File: src/hw/rtl/sfr_pkg.sv
// Shared types and constants of the serial frame receiver.
package sfr_pkg;

  // Configuration register indexes
  localparam logic REG_HEADER = 1'b0;
  localparam logic REG_RX_ID  = 1'b1;

  // Register reset values
  localparam logic [7:0] HEADER_RESET = 8'hFF;
  localparam logic [7:0] RX_ID_RESET  = 8'hFC;

  // Shortest legal length byte: function byte plus checksum plus length itself
  localparam logic [7:0] MIN_LEN = 8'd3;

  // Frame parser phase
  typedef enum logic [1:0] {
    PH_HUNT,
    PH_ID,
    PH_LEN,
    PH_BODY
  } phase_e;

  // Readout sequencer state
  typedef enum logic [1:0] {
    RD_IDLE,
    RD_READ,
    RD_LOAD
  } rd_state_e;

  // Parser to readout: a checked frame is ready in the store
  typedef struct packed {
    logic       start;
    logic [7:0] last_idx;  // store index of the final byte to emit
  } rdo_req_t;

endpackage

File: src/hw/rtl/sfr_ram.sv
// Generic single-write, single-read RAM with registered read data.
module sfr_ram #(
  parameter int WIDTH = 8,
  parameter int DEPTH = 64
) (
  input  logic                     clk_i,
  input  logic                     we_i,
  input  logic [$clog2(DEPTH)-1:0] waddr_i,
  input  logic [WIDTH-1:0]         wdata_i,
  input  logic                     re_i,
  input  logic [$clog2(DEPTH)-1:0] raddr_i,
  output logic [WIDTH-1:0]         rdata_o
);

  logic [WIDTH-1:0] mem_q [DEPTH];
  logic [WIDTH-1:0] rdata_q;

  always_ff @(posedge clk_i) begin
    if (we_i) begin
      mem_q[waddr_i] <= wdata_i;
    end
    if (re_i) begin
      rdata_q <= mem_q[raddr_i];
    end
  end

  assign rdata_o = rdata_q;

endmodule

File: src/hw/rtl/sfr_parser.sv
// Frame parser: sync hunt, length check, body store and checksum.
module sfr_parser import sfr_pkg::*; #(
  parameter int BUFFER_DEPTH = 64
) (
  input  logic                            clk_i,
  input  logic                            rst_ni,
  input  logic                            byte_valid_i,
  input  logic [7:0]                      byte_i,
  input  logic [7:0]                      header_i,
  input  logic [7:0]                      rx_id_i,
  output logic                            we_o,
  output logic [$clog2(BUFFER_DEPTH)-1:0] waddr_o,
  output rdo_req_t                        req_o
);

  localparam int         AW      = $clog2(BUFFER_DEPTH);
  localparam logic [7:0] MAX_LEN = 8'(BUFFER_DEPTH + 1);

  phase_e          phase_q, phase_d;
  logic [7:0]      len_q, len_d;
  logic [AW-1:0]   fill_q, fill_d;
  logic [7:0]      sum_q, sum_d;
  logic            body_end;

  // Final body byte is the checksum at index length - 2
  assign body_end = (8'(fill_q) == (len_q - 8'd2));

  always_ff @(posedge clk_i or negedge rst_ni) begin
    if (!rst_ni) begin
      phase_q <= PH_HUNT;
      len_q   <= '0;
      fill_q  <= '0;
      sum_q   <= '0;
    end else begin
      phase_q <= phase_d;
      len_q   <= len_d;
      fill_q  <= fill_d;
      sum_q   <= sum_d;
    end
  end

  // Next phase, store write and frame-good request
  always_comb begin
    phase_d      = phase_q;
    len_d        = len_q;
    fill_d       = fill_q;
    sum_d        = sum_q;
    we_o         = 1'b0;
    req_o.start  = 1'b0;
    req_o.last_idx = len_q - 8'd3;
    if (byte_valid_i) begin
      unique case (phase_q)
        PH_HUNT: begin
          if (byte_i == header_i) begin
            phase_d = PH_ID;
          end
        end
        PH_ID: begin
          // id match wins over a repeated header
          if (byte_i == rx_id_i) begin
            phase_d = PH_LEN;
          end else if (byte_i != header_i) begin
            phase_d = PH_HUNT;
          end
        end
        PH_LEN: begin
          len_d = byte_i;
          if (byte_i >= MIN_LEN && byte_i <= MAX_LEN) begin
            fill_d  = '0;
            sum_d   = byte_i;
            phase_d = PH_BODY;
          end else begin
            phase_d = PH_HUNT;
          end
        end
        PH_BODY: begin
          we_o = 1'b1;
          if (body_end) begin
            req_o.start = (sum_q == byte_i);
            fill_d      = '0;
            phase_d     = PH_HUNT;
          end else begin
            sum_d  = sum_q + byte_i;
            fill_d = fill_q + AW'(1);
          end
        end
        default: phase_d = PH_HUNT;
      endcase
    end
  end

  assign waddr_o = fill_q;

endmodule

File: src/hw/rtl/sfr_reader.sv
// Readout sequencer: reads a checked frame from the store into the output register.
module sfr_reader import sfr_pkg::*; #(
  parameter int BUFFER_DEPTH = 64
) (
  input  logic                            clk_i,
  input  logic                            rst_ni,
  input  rdo_req_t                        req_i,
  output logic                            re_o,
  output logic [$clog2(BUFFER_DEPTH)-1:0] raddr_o,
  input  logic [7:0]                      rdata_i,
  output logic                            busy_o,
  output logic                            out_valid_o,
  input  logic                            out_ready_i,
  output logic [7:0]                      out_byte_o,
  output logic                            out_func_o,
  output logic                            out_last_o
);

  localparam int AW = $clog2(BUFFER_DEPTH);

  rd_state_e     state_q, state_d;
  logic [AW-1:0] idx_q, idx_d;
  logic [AW-1:0] last_q, last_d;
  logic          valid_q, valid_d;
  logic [7:0]    byte_q, byte_d;
  logic          func_q, func_d;
  logic          tlast_q, tlast_d;

  always_ff @(posedge clk_i or negedge rst_ni) begin
    if (!rst_ni) begin
      state_q <= RD_IDLE;
      idx_q   <= '0;
      last_q  <= '0;
      valid_q <= 1'b0;
    end else begin
      state_q <= state_d;
      idx_q   <= idx_d;
      last_q  <= last_d;
      valid_q <= valid_d;
    end
  end

  // Output payload
  always_ff @(posedge clk_i) begin
    byte_q  <= byte_d;
    func_q  <= func_d;
    tlast_q <= tlast_d;
  end

  // Read one entry once the output register is empty, load it in the next cycle
  always_comb begin
    state_d = state_q;
    idx_d   = idx_q;
    last_d  = last_q;
    valid_d = valid_q;
    byte_d  = byte_q;
    func_d  = func_q;
    tlast_d = tlast_q;
    re_o    = 1'b0;
    if (valid_q && out_ready_i) begin
      valid_d = 1'b0;
    end
    unique case (state_q)
      RD_IDLE: begin
        if (req_i.start) begin
          idx_d   = '0;
          last_d  = req_i.last_idx[AW-1:0];
          state_d = RD_READ;
        end
      end
      RD_READ: begin
        if (!valid_q) begin
          re_o    = 1'b1;
          state_d = RD_LOAD;
        end
      end
      RD_LOAD: begin
        valid_d = 1'b1;
        byte_d  = rdata_i;
        func_d  = (idx_q == '0);
        tlast_d = (idx_q == last_q);
        if (idx_q == last_q) begin
          state_d = RD_IDLE;
        end else begin
          idx_d   = idx_q + AW'(1);
          state_d = RD_READ;
        end
      end
      default: state_d = RD_IDLE;
    endcase
  end

  assign raddr_o     = idx_q;
  assign busy_o      = (state_q != RD_IDLE);
  assign out_valid_o = valid_q;
  assign out_byte_o  = byte_q;
  assign out_func_o  = func_q;
  assign out_last_o  = tlast_q;

endmodule

File: src/hw/rtl/serial_frame_receiver.sv
// Top level of the serial frame receiver.
//
// Receives one byte per transfer on the s_axis channel. The receiver hunts for
// the header byte and the id byte, takes a length byte L (3 to BUFFER_DEPTH+1),
// then L-1 body bytes: function byte, payload and an additive checksum. Body
// bytes go into a frame store RAM as they arrive. When the checksum matches,
// the function byte (tuser high) and the payload follow on m_axis, the final
// byte with tlast high; a bad frame produces no output.
// Input bytes are accepted back to back while s_axis_tready is high. After
// the checksum byte of a good frame the readout sequencer takes each output
// byte through RAM read, load and output transfer; s_axis_tready stays low
// until the final byte sits in the output register, where it may wait while new
// bytes are accepted. A stalled m_axis holds its byte and stalls the readout,
// and through it the input side. Configuration writes (header and id byte) take
// effect at once and must be made while the block is idle; nothing enforces it.
// Reset returns to the header hunt with an empty output register and the
// register defaults 0xFF and 0xFC; the frame store needs no clearing.
module serial_frame_receiver import sfr_pkg::*; #(
  parameter int BUFFER_DEPTH = 64
) (
  input  logic       clk_i,
  input  logic       rst_ni,
  // Configuration write port
  input  logic       cfg_we_i,
  input  logic       cfg_idx_i,
  input  logic [7:0] cfg_wdata_i,
  // Received bytes
  input  logic       s_axis_tvalid,
  output logic       s_axis_tready,
  input  logic [7:0] s_axis_tdata,   // [7:0] rx_byte
  // Checked frame bytes
  output logic       m_axis_tvalid,
  input  logic       m_axis_tready,
  output logic [7:0] m_axis_tdata,   // [7:0] frame_byte
  output logic       m_axis_tuser,   // [0] is_function
  output logic       m_axis_tlast
);

  localparam int AW = $clog2(BUFFER_DEPTH);

  logic [7:0]    header_q;
  logic [7:0]    rx_id_q;
  logic          in_xfer;
  logic          busy;
  logic          we;
  logic [AW-1:0] waddr;
  logic          re;
  logic [AW-1:0] raddr;
  logic [7:0]    rdata;
  rdo_req_t      req;

  // Configuration registers
  always_ff @(posedge clk_i or negedge rst_ni) begin
    if (!rst_ni) begin
      header_q <= HEADER_RESET;
      rx_id_q  <= RX_ID_RESET;
    end else if (cfg_we_i) begin
      unique case (cfg_idx_i)
        REG_HEADER: header_q <= cfg_wdata_i;
        REG_RX_ID:  rx_id_q  <= cfg_wdata_i;
        default: ;
      endcase
    end
  end

  assign s_axis_tready = !busy;
  assign in_xfer       = s_axis_tvalid && s_axis_tready;

  sfr_parser #(
    .BUFFER_DEPTH(BUFFER_DEPTH)
  ) u_parser (
    .clk_i        (clk_i),
    .rst_ni       (rst_ni),
    .byte_valid_i (in_xfer),
    .byte_i       (s_axis_tdata),
    .header_i     (header_q),
    .rx_id_i      (rx_id_q),
    .we_o         (we),
    .waddr_o      (waddr),
    .req_o        (req)
  );

  sfr_ram #(
    .WIDTH(8),
    .DEPTH(BUFFER_DEPTH)
  ) u_store (
    .clk_i   (clk_i),
    .we_i    (we),
    .waddr_i (waddr),
    .wdata_i (s_axis_tdata),
    .re_i    (re),
    .raddr_i (raddr),
    .rdata_o (rdata)
  );

  sfr_reader #(
    .BUFFER_DEPTH(BUFFER_DEPTH)
  ) u_reader (
    .clk_i       (clk_i),
    .rst_ni      (rst_ni),
    .req_i       (req),
    .re_o        (re),
    .raddr_o     (raddr),
    .rdata_i     (rdata),
    .busy_o      (busy),
    .out_valid_o (m_axis_tvalid),
    .out_ready_i (m_axis_tready),
    .out_byte_o  (m_axis_tdata),
    .out_func_o  (m_axis_tuser),
    .out_last_o  (m_axis_tlast)
  );

endmodule

File: config.mk
export PLATFORM = sky130hd
export DESIGN_NAME = serial_frame_receiver
export DESIGN_NICKNAME = d
export VERILOG_FILES = /design/src/hw/rtl/sfr_pkg.sv /design/src/hw/rtl/sfr_ram.sv /design/src/hw/rtl/sfr_parser.sv /design/src/hw/rtl/sfr_reader.sv /design/src/hw/rtl/serial_frame_receiver.sv
export SDC_FILE = /design/constraint.sdc
export NUM_CORES = 1
export LEC_CHECK = 0
export ABC_CLOCK_PERIOD_IN_PS = 6950
export BUFFER_PORTS_ARGS = -buffer_cell sky130_fd_sc_hd__buf_2
export CORE_UTILIZATION = 48
export DETAILED_ROUTE_END_ITERATION = 10
export MAX_ROUTING_LAYER = met4
export REMOVE_ABC_BUFFERS = 1
export SKIP_LAST_GASP = 1
export SLEW_MARGIN = 5
export SYNTH_ARGS = -nofsm -noshare
export SYNTH_HDL_FRONTEND = slang
export SYNTH_SLANG_ARGS = --single-unit
File: constraint.sdc
create_clock -name clk_i -period 6.95 [get_ports clk_i]
set_clock_uncertainty 0.05 [all_clocks]
set_input_delay 1.7375 -clock clk_i [delete_from_list [all_inputs] [get_ports clk_i]]
set_output_delay 1.7375 -clock clk_i [all_outputs]
set_load 0.01 [all_outputs]
==> metrics.txt <==
result of the run=completed; TritonCTS clock tree=done; main combinational cell family by area after synthesis=multiplexers; clock network fraction of total power=34.3%; Detail Route Antenna Nets=0; mean post-synth cell area=20.0 µm²; final standard cell utilization of the core=54.7%; Post-CTS Setup Bufs=0; slowest stage cell, crit path=sky130_fd_sc_hd__buf_4; placed cell count=1783; number of slew-limit violations in the final report=0; design internal power=6.73 mW; cell chosen for the clock root=sky130_fd_sc_hd__clkbuf_16; prevailing post-synth register cell=sky130_fd_sc_hd__edfxtp_1; total inserted antenna cells=0; Synth-to-Final Area Change=11.4%; nature of the critical path endpoint=flop; most common cell in the synthesized netlist=sky130_fd_sc_hd__edfxtp_1; largest vdd supply drop=0.247 mV; Initial DRC Count=1090; worst slack after detailed placement=2.03 ns; endpoints failing setup=0; relative contribution of combinational cells to total power=20.7%; combined area of all synthesized cells=0.0236 mm²; Crit path largest cell delay=0.60 ns; final layout net count=1265; CP delay by family, top=simple AND/OR/NAND/NOR gates; WP data required=7.42 ns; DIE AREA=0.0500 mm²; worst setup path class=in -> reg; worst hold path type=reg -> reg; width of the die=224 µm; unrepaired setup endpoints after global routing=false; Wirelength per Cell=26.7 µm; Post-Synth XOR/XNOR Area=1.45%; Yosys warnings=0; worst-path maximum fanout=70; Synth Area in Compound Gates=1.80%; placement row count=80; number of unique standard cell types used by synthesis=52; mux cell area share after synthesis=17.3%; final number of hold-violating endpoints=0; Via-to-Cell Ratio=5.95; total via count in the routed design=11228; data arrival time of the worst path=4.74 ns; startpoint type of the worst setup path=primary input; H-Tree Level Count=2; largest net degree at the start of global routing=86; portion of total power attributed to sequential cells=44.9%; portion of the clock cycle consumed by the worst path in the final layout=61.5%; core area=0.0480 mm²; final setup TNS=0 ns; Net Switching=2.37 mW; hold-fix buffer count after cts=0; Lkg Pwr=8.39 nW; number of sinks driven by the clock tree=585; Worst Hold Slack=0.377 ns; sequential share of the synthesized area=73.4%; clock transition at the registers of the reported paths=0.06 ns; number of CTS-inserted buffers=59; gate count after technology mapping=1176; detailed-router iteration count before antenna repair=5; # Max-Cap Violations=0; fraction of final layout cells with drive strength greater than 1=26.5%; detailed-placement wirelength estimate=30.6 mm; proportion of netlist area held by the largest area contributor=67.5%; GPL Wtd Cong=0.769; first-pass GRT wire length=76.3 mm; Post-synth ARST share=9.40%; number of cells upsized or downsized after cts=0; Crit path buffers/inverters=2; simple-gate area share of the yosys netlist=3.85%; Boundary Pins=34; effective utilization at floorplan=49.1%; Skew-Pair Late Insertion Delay=0.60 ns; Power Dens Cells=347 mW/mm²; dominant cells by area after synthesis=sky130_fd_sc_hd__edfxtp_1 (68%), sky130_fd_sc_hd__mux4_2 (16%), sky130_fd_sc_hd__dfrtp_1 (4.4%); f_max=0.234 GHz; cell-by-cell trace of the critical path=buf_2 > buf_4 > ha_1 > or4_1 > nor3_1 > nand4_1 > nand2_1 > mux2i_1; Hold Path Cell Cnt=0; number of remaining DRC errors=0; minimum clock period after layout=4.27 ns; count of flip-flops with a built-in enable after synthesis=530; gr usage total=21.7%; antenna violations before repair=1; final standard cell count with taps included and fillers excluded=1888; number of flip-flops and latches in the synthesized netlist=585; overflow left after global routing=0; adder-cell area share of the yosys netlist=0.775%; clock tree buffer depth=3; Total Routed Length=50.5 mm; Port Buf Inserts=33; vias in the first global route=11562; normalized max-slew margin=38.9%; switch share=26.0%; Critical Path Stages=8; actual transition at the worst max-transition pin=0.912 ns; most frequent cells after synthesis=sky130_fd_sc_hd__edfxtp_1 (530), sky130_fd_sc_hd__mux4_2 (164), sky130_fd_sc_hd__nor2_1 (82); number of cells on the worst reg-to-reg path=5; Final WS setup=2.68 ns; cell taking the most area after synthesis=sky130_fd_sc_hd__edfxtp_1; die height=224 µm
## flip-flops by register name (all words and copies together), names as in the netlist
signal                cells
u_reader.last_q           6
u_reader.state_q          2
u_reader.out_func_o       1
u_store.mem_q           512
u_parser.waddr_o          6
header_q                  8
rx_id_q                   8
u_store.rdata_o           8
u_reader.out_last_o       1
u_reader.out_valid_o      1
u_reader.out_byte_o       8
u_parser.phase_q          2
u_reader.raddr_o          6
u_parser.len_q            8
u_parser.sum_q            8
## power groups by stage
stage                     clock (mW)  sequential, mW  combinational (mW)
after detailed placement           0            4.17                1.93
after floorplan                    0            4.34                1.27
after global routing            3.31            4.11                2.01
after global placement             0            4.17                1.93
final                           3.12            4.09                1.89
after CTS                       3.18            4.10                1.93
## path summary, 6_finish.rpt
check / start / end / slack, ns
worst max-delay path: s_axis_tdata[4] / u_reader.raddr_o[1]$_DFFE_PN0P_ / 2.68
worst max register to register: u_reader.state_q[0]$_DFFE_PN0P_ / u_store.mem_q[54][3]$_DFFE_PP_ / 3.46
min in group asynchronous: rst_ni / u_parser.sum_q[5]$_DFFE_PN0P_ / 1.22
worst min-delay path: u_store.rdata_o[1]$_DFFE_PP_ / u_reader.out_byte_o[1]$_DFFE_PP_ / 0.38
worst min register to register: u_store.rdata_o[1]$_DFFE_PP_ / u_reader.out_byte_o[1]$_DFFE_PP_ / 0.38
max in group asynchronous: rst_ni / u_reader.raddr_o[1]$_DFFE_PN0P_ / 5.05
## logic make-up (layout without fill, tap and decap cells)
group,Yosys count,in the layout
XOR/XNOR,39,39
AND/OR/NAND/NOR,200,200
multiplexers,199,199
buffers and inverters,72,169
AO/OA/AOI/OAI,67,67
adder cells (fa/ha/maj),14,14
flip-flops,585,585
## worst reg2reg max path, delay by kind of cell, from the launching register on
kind | cells | cell delay (ns)
and+or+nand+nor | 5 | 2.58
DFF | 1 | 0.49
## metal layers
layer  global-route usage, %  up-vias  part of all wire (%)  wire, µm
met5                       -        -                     0         0
met4                    6.19        0                   2.5      1250
met3                    4.58       72                   6.3      3170
met2                    32.3      328                    47     23800
met1                    30.6     5927                    44     22300
li1                        -     4901                     -         -
## cell type report
| cell class | instances | area [µm²] |
|---|---|---|
| sequential | 585 | 17300 |
| multi-input combinational | 519 | 5940 |
| fill | 3668 | 21800 |
| clock buffer | 73 | 1530 |
| tap | 615 | 769 |
| inverter | 15 | 56.3 |
| clock inverter | 32 | 350 |
| timing repair buffer | 49 | 298 |
## per-stage QoR
step / instance area (µm²) / total power [mW]
2_1_floorplan: 23300 / 5.61
3_3_place_gp: 24400 / 6.09
3_5_place_dp: 24400 / 6.10
4_1_cts: 26300 / 9.21
5_1_grt: 26300 / 9.43
6_report: 26300 / 9.10
## placed cells by master, fill, tap and decap left out, types with 3 or more instances in the layout
master	instances
sky130_fd_sc_hd__xor2_1	16
sky130_fd_sc_hd__o21ai_1	5
sky130_fd_sc_hd__mux4_2	164
sky130_fd_sc_hd__mux2i_1	5
sky130_fd_sc_hd__nor2b_1	7
sky130_fd_sc_hd__or3_1	3
sky130_fd_sc_hd__nand2_1	49
sky130_fd_sc_hd__nor3_1	10
sky130_fd_sc_hd__dfrtp_1	38
sky130_fd_sc_hd__inv_1	15
sky130_fd_sc_hd__nand3_1	22
sky130_fd_sc_hd__clkbuf_1	14
sky130_fd_sc_hd__xnor2_1	23
sky130_fd_sc_hd__nor4_1	4
sky130_fd_sc_hd__dfstp_2	14
sky130_fd_sc_hd__ha_1	13
sky130_fd_sc_hd__and2_1	3
sky130_fd_sc_hd__mux2_1	5
sky130_fd_sc_hd__buf_4	15
sky130_fd_sc_hd__edfxtp_1	530
sky130_fd_sc_hd__a21oi_1	13
sky130_fd_sc_hd__clkinv_2	8
sky130_fd_sc_hd__nor3b_1	4
sky130_fd_sc_hd__o21ai_0	18
sky130_fd_sc_hd__mux2_2	25
sky130_fd_sc_hd__clkinv_1	14
sky130_fd_sc_hd__a31oi_1	6
sky130_fd_sc_hd__nor2_1	81
sky130_fd_sc_hd__o31ai_1	4
sky130_fd_sc_hd__and3_1	5
sky130_fd_sc_hd__bufinv_16	8
sky130_fd_sc_hd__clkbuf_16	59
sky130_fd_sc_hd__buf_2	33
sky130_fd_sc_hd__or4_1	3
sky130_fd_sc_hd__nand4_1	5
Note: power is estimated with default switching activity, not from simulation.
